===== config.mk =====
export PLATFORM = sky130hd
export DESIGN_NAME = mhpq_cell
export DESIGN_NICKNAME = d
export VERILOG_FILES = /design/src/rtl/mhpq_pkg.sv /design/src/rtl/mhpq_cell.sv
export SDC_FILE = /design/constraint.sdc
export NUM_CORES = 1
export LEC_CHECK = 0
export BUFFER_PORTS_ARGS = -buffer_cell sky130_fd_sc_hd__buf_2
export CAP_MARGIN = 0
export CORE_ASPECT_RATIO = 1.4
export CORE_MARGIN = 5
export CORE_UTILIZATION = 30
export CTS_CLUSTER_DIAMETER = 150
export DETAILED_ROUTE_END_ITERATION = 10
export PLACE_DENSITY = 0.66
export SLEW_MARGIN = 20
export SYNTH_ARGS = -nofsm -noshare
export SYNTH_HDL_FRONTEND = slang
export SYNTH_SLANG_ARGS = --single-unit

===== constraint.sdc =====
create_clock -name aclk -period 3.4 [get_ports aclk]
set_input_delay 0.34 -clock aclk [delete_from_list [all_inputs] [get_ports aclk]]
set_output_delay 0.34 -clock aclk [all_outputs]
set_load 0.02 [all_outputs]

===== src/rtl/mhpq_pkg.sv =====
// ----------------------------------------------------------------------------
// mhpq_pkg: shared types and constants of the max-heap priority queue
// Field widths, status codes and the command bundle sent to every cell.
// ----------------------------------------------------------------------------
package mhpq_pkg;

    localparam int DATA_W     = 32;
    localparam int COUNT_W    = 7;
    localparam int STATUS_W   = 2;
    localparam int M_TDATA_W  = 72;  // 32 + 32 + 7 = 71, filled up to 9 bytes
    localparam int M_TDATA_PAD = M_TDATA_W - 2 * DATA_W - COUNT_W;

    // Operation selector carried on s_tuser.
    localparam logic MODE_INSERT = 1'b0;
    localparam logic MODE_REMOVE = 1'b1;

    // Result status carried on m_tuser.
    localparam logic [STATUS_W-1:0] STATUS_OK    = 2'd0;
    localparam logic [STATUS_W-1:0] STATUS_EMPTY = 2'd1;
    localparam logic [STATUS_W-1:0] STATUS_FULL  = 2'd2;

    // Command broadcast to all cells in the cycle a transaction is taken.
    typedef struct packed {
        logic ins;  // insert the broadcast value
        logic rem;  // shift every entry one cell toward the head
    } cell_cmd_t;

endpackage : mhpq_pkg


===== src/rtl/mhpq_cell.sv =====
// ----------------------------------------------------------------------------
// mhpq_cell: one storage cell of the sorted queue chain
// Holds one entry and its valid bit; trades entries with its two neighbors.
// ----------------------------------------------------------------------------
module mhpq_cell (
    input  logic                              aclk,
    input  logic                              aresetn,
    input  mhpq_pkg::cell_cmd_t               cmd,
    input  logic signed [mhpq_pkg::DATA_W-1:0] ins_val,
    input  logic                              prev_keep,
    input  logic signed [mhpq_pkg::DATA_W-1:0] prev_val,
    input  logic                              prev_vld,
    input  logic signed [mhpq_pkg::DATA_W-1:0] next_val,
    input  logic                              next_vld,
    output logic signed [mhpq_pkg::DATA_W-1:0] val_o,
    output logic                              vld_o,
    output logic                              keep_o
);
    import mhpq_pkg::*;

    logic signed [DATA_W-1:0] val_reg;
    logic signed [DATA_W-1:0] val_next;
    logic                     vld_reg;
    logic                     vld_next;

    // The entry stays put on insert when it is at least the new value.
    assign keep_o = vld_reg && (val_reg >= ins_val);

    always_comb begin
        val_next = val_reg;
        vld_next = vld_reg;
        if (cmd.ins) begin
            if (!keep_o) begin
                // The first cell that does not keep takes the new value,
                // every later one takes what its predecessor held.
                val_next = prev_keep ? ins_val : prev_val;
                vld_next = vld_reg | prev_vld;
            end
        end else if (cmd.rem) begin
            val_next = next_val;
            vld_next = next_vld;
        end
    end

    always_ff @(posedge aclk) begin
        if (!aresetn) begin
            vld_reg <= 1'b0;
        end else begin
            vld_reg <= vld_next;
        end
        val_reg <= val_next;
    end

    assign val_o = val_reg;
    assign vld_o = vld_reg;

endmodule : mhpq_cell


Word level (Yosys, flattened, before mapping)
Index checks and enable logic that the tools add are counted.
{"block": "classes", "magnitude_cmp": 1, "n_eq_ne": 1, "muxes": 7, "bitwise": 1, "reduce_logical": 3}
{"cell": "$mux 32", "count": 4}
{"cell": "$ge 32x32->1", "count": 1}
{"cell": "$mux 1", "count": 3}
{"cell": "$ne 2x2->1 const B", "count": 1}
{"cell": "$reduce_and 2->1", "count": 1}
{"cell": "$reduce_bool 2->1", "count": 1}
{"cell": "$logic_and 1x1->1", "count": 1}
{"cell": "$or 1x1->1", "count": 1}
{"block": "word_totals", "ff_bits": 33, "inputBits": 103, "out_inout_bits": 34, "elab_cells": 15}

Logic depth before layout (Yosys ltp)
{"block": "logic_depth", "word_depth": 4, "mapped_depth": 8, "ltp_nobuf": 8}

Worst setup path after synthesis
OpenSTA, ideal clock, no wires.
{"block": "synth_timing", "path_type": "reg2reg", "from": "register val_reg[31], in the netlist val_o[31]", "to": "register val_reg[0], in the netlist val_o[0] (enable)", "setup_ns": 0.394, "t_arrival_ns": 2.980, "required_ns": 3.006, "path_slack_ns": 0.026, "stages_incl_launch_ff": 7, "path_buffers": 0, "synth_period_minus_slack_ns": 3.374, "path_cell_list": "edfxtp_1 -> ha_1 -> nand4_2 -> or4_4 -> or3_1 -> a31oi_1 -> o32a_1"}
{"block": "synth_via", "elab_chain_len": 4}
{"item": "start, declared", "line_no": "mhpq_cell.sv:21", "source": "logic signed [DATA_W-1:0] val_reg;"}
{"item": "start signal, assigned", "line_no": "mhpq_cell.sv:51", "source": "val_reg <= val_next;"}
{"item": "$ge 32x32->1", "line_no": "mhpq_cell.sv:27", "source": "assign keep_o = vld_reg && (val_reg >= ins_val);"}
{"item": "$logic_and 1x1->1", "line_no": "mhpq_cell.sv:27"}
{"item": "$ne 2x2->1 (no line)"}
{"item": "$reduce_and 2->1 (no line)"}
Every way passes these cells.
A chain may end at the register's enable or synchronous reset.

Worst setup path in the final report
Ends and elaborated chain as after synthesis.

==> impl_metrics.toml <==
[floorplan]
rows = 39
die_h_um = 118
coreArea_sq_um = 8150
die-width_um = 87.2
start_util = 0.307
die_area_sq_um = 10300
io_pins = 137

[clock_network]
cts-root-buf = "clkbuf_16"
htree_levels = 2
cts_buffers = 5
cts_hold_buf = 0
post_cts_buffers = 0
clk_latency_ns = 0.27
path_clk_slew_ns = 0.05
ctsResizeCount = 0
cts_sinks = 33
cts_tree = "built"
clock_path_buffers = 2

[sta]
finalHoldViolCount = 0
finalSetupViolations = 0
worst_slew_pin_slew_ns = 0.985
finalClockSkew_ns = 0.00582
hold_ws_ns = 0.311
fin_crit_ns = 3.17
finalCritPeriodShare = 0.934
timing.setup.tns_ns = 0
clock.fmax_mhz = 315
rsz0062_at_grt = "false"
slew_headroom = 0.343
drv_slew = 0

[power]
finalPower_w = 0.00136
powerDensity_nw_per_um2 = 398
cellLeakagePower_nw = 1.75
peakVddDrop_mv = 0.194

[synth]
synth_area_per_cell_sq_um = 9.59
synth_top_area_frac = 0.384
synthTopCellsByArea = "edfxtp_1 38%, ha_1 16%, mux2i_1 13%, a21oi_1 8.8%, nor2_1 5.1%"
synth_flop_cell = "edfxtp_1"
ys_ff_latch = 33
synthesis.area_sq_um = 2500
yosysMostFrequentCell = "a21oi_1"
yosysWarnings = 0
yosys.area.top_type = "edfxtp_1"
yosysUniqueCellTypes = 34
yosysSeqAreaShare = 0.392
synthCells = 261
async_flop_share = 0
syn_nets = 396
yosys-top-cells-count = "44 x a21oi_1, 34 x nor2_1"
synth_edf_count = 32

[route]
drc = 0
drtPass1Iterations = 4
drt_iter0_markers = 37
wirelength_mm = 6.89
routed_via_density = 4.71
wire_per_inst_um = 13.9
drt.antenna.violating_nets = 0
vias = 2341

[worst_setup_path]
reg2reg_depth = 6
cp.required_ns = 3.30
regToRegSetupSlack_ns = 0.23
critPathMaxFanout = 32
crit_arrival_ns = 3.07
crit_type = "register to register"
r2r-end = "val_o[0]"
cp-end-kind = "register"
rr_startpoint = "val_o[31]"
startpoint_type = "register"

[layout]
nNetsFinal = 529
drive_gt1_frac = 0.382
fillerInstances = 813
antennaDiodeCount = 0
fin_area_sq_um = 3420
areaGrowthSynthToFinish_pct = 36.8
multi_input_area_sq_um = 1360
final-seq-area_sq_um = 981
fin_util = 0.420

[worst_hold_path]
min_path_cells = 2
worstHoldEndpoint = "vld_o"
hold_path_class = "primary input to register"
hold_start = "aresetn"

[placement]
gp_congestion = 0.776
numPortBuffers = 136
placed_cell_area_sq_um = 3280
dpl.hpwl_mm = 5.70

[global_routing]
grt_pass1_vias = 2503
grt_overflow = 0
antenna_found_initial = 0
grt_pass1_wl_mm = 11.0
grt_max_degree = 36
grt_usage = 0.133

[run_status]
status = "complete, no violations"

[run]
drv_cap = 0
flip-flops by register name (all words and copies together) (netlist names):
signal,cells
val_o,32
vld_o,1
layout make-up:
type / instances / area share
repair buffers: 137 / 0.201
inverters: 32 / 0.0351
clock buffers: 8 / 0.0427
multi-input cells: 185 / 0.398
well taps: 102 / 0.0373
flip-flops and latches: 33 / 0.286
kinds of logic after synthesis:
kind of cell,after synthesis,share of synthesized area
AND/OR/NAND/NOR,62,0.119
buffers and inverters,43,0.0645
AO/OA/AOI/OAI,58,0.133
flip-flops,33,0.392
multiplexers,33,0.133
adder cells (fa/ha/maj),32,0.160
metal layers:
metal | wire length (um) | track usage
met2 | 3660 | 0.252
met5 | 0 | 0
met1 | 2540 | 0.147
met3 | 637 | 0.0315
met4 | 51 | 0.0259
report_power, final:
group | internal (W) | total (W) | switching [W]
clock network | 0.000292 | 0.000447 | 0.000155
registers | 0.000504 | 0.000527 | 0.0000231
logic | 0.000167 | 0.000389 | 0.000223
total | 0.000962 | 0.00136 | 0.000401
stage by stage:
stage                     worst slack (ns)  cells
after floorplan                     0.0258    261
after global placement               0.193    489
after detailed placement             0.101    489
after CTS                            0.185    497
after global routing               0.00306    497
final                                0.225    497
worst max-delay path by stage:
stage                start       end  slack, ns  cells past startpoint
6_report         val_o[31]  val_o[0]       0.23                      6
3_3_place_gp   ins_val[14]  val_o[4]       0.19                      9
3_5_place_dp   ins_val[31]  val_o[0]       0.10                      8
2_1_floorplan    val_o[31]  val_o[0]       0.03                      6
5_1_grt          val_o[31]  val_o[0]      0.003                      6
4_1_cts          val_o[31]  val_o[0]       0.18                      6
placed cells by master (no fill, tap or decap), drive strengths merged, types with 3 or more instances in the layout:
cell    count
a21oi      44
buf       137
clkbuf      8
edfxtp     32
ha         32
inv        32
mux2i      32
nand2      10
nand3       3
nand4       6
nor2       34
o21ai       3
worst max-delay path: stages, from the launching register on:
cell,delay [ns]
edfxtp_1,0.38
ha_1,0.37
nand4_2,0.16
or4_4,0.57
or3_1,0.34
a31oi_1,0.23
o32a_2,0.73
No activity file was read; power rests on OpenSTA's default activity.
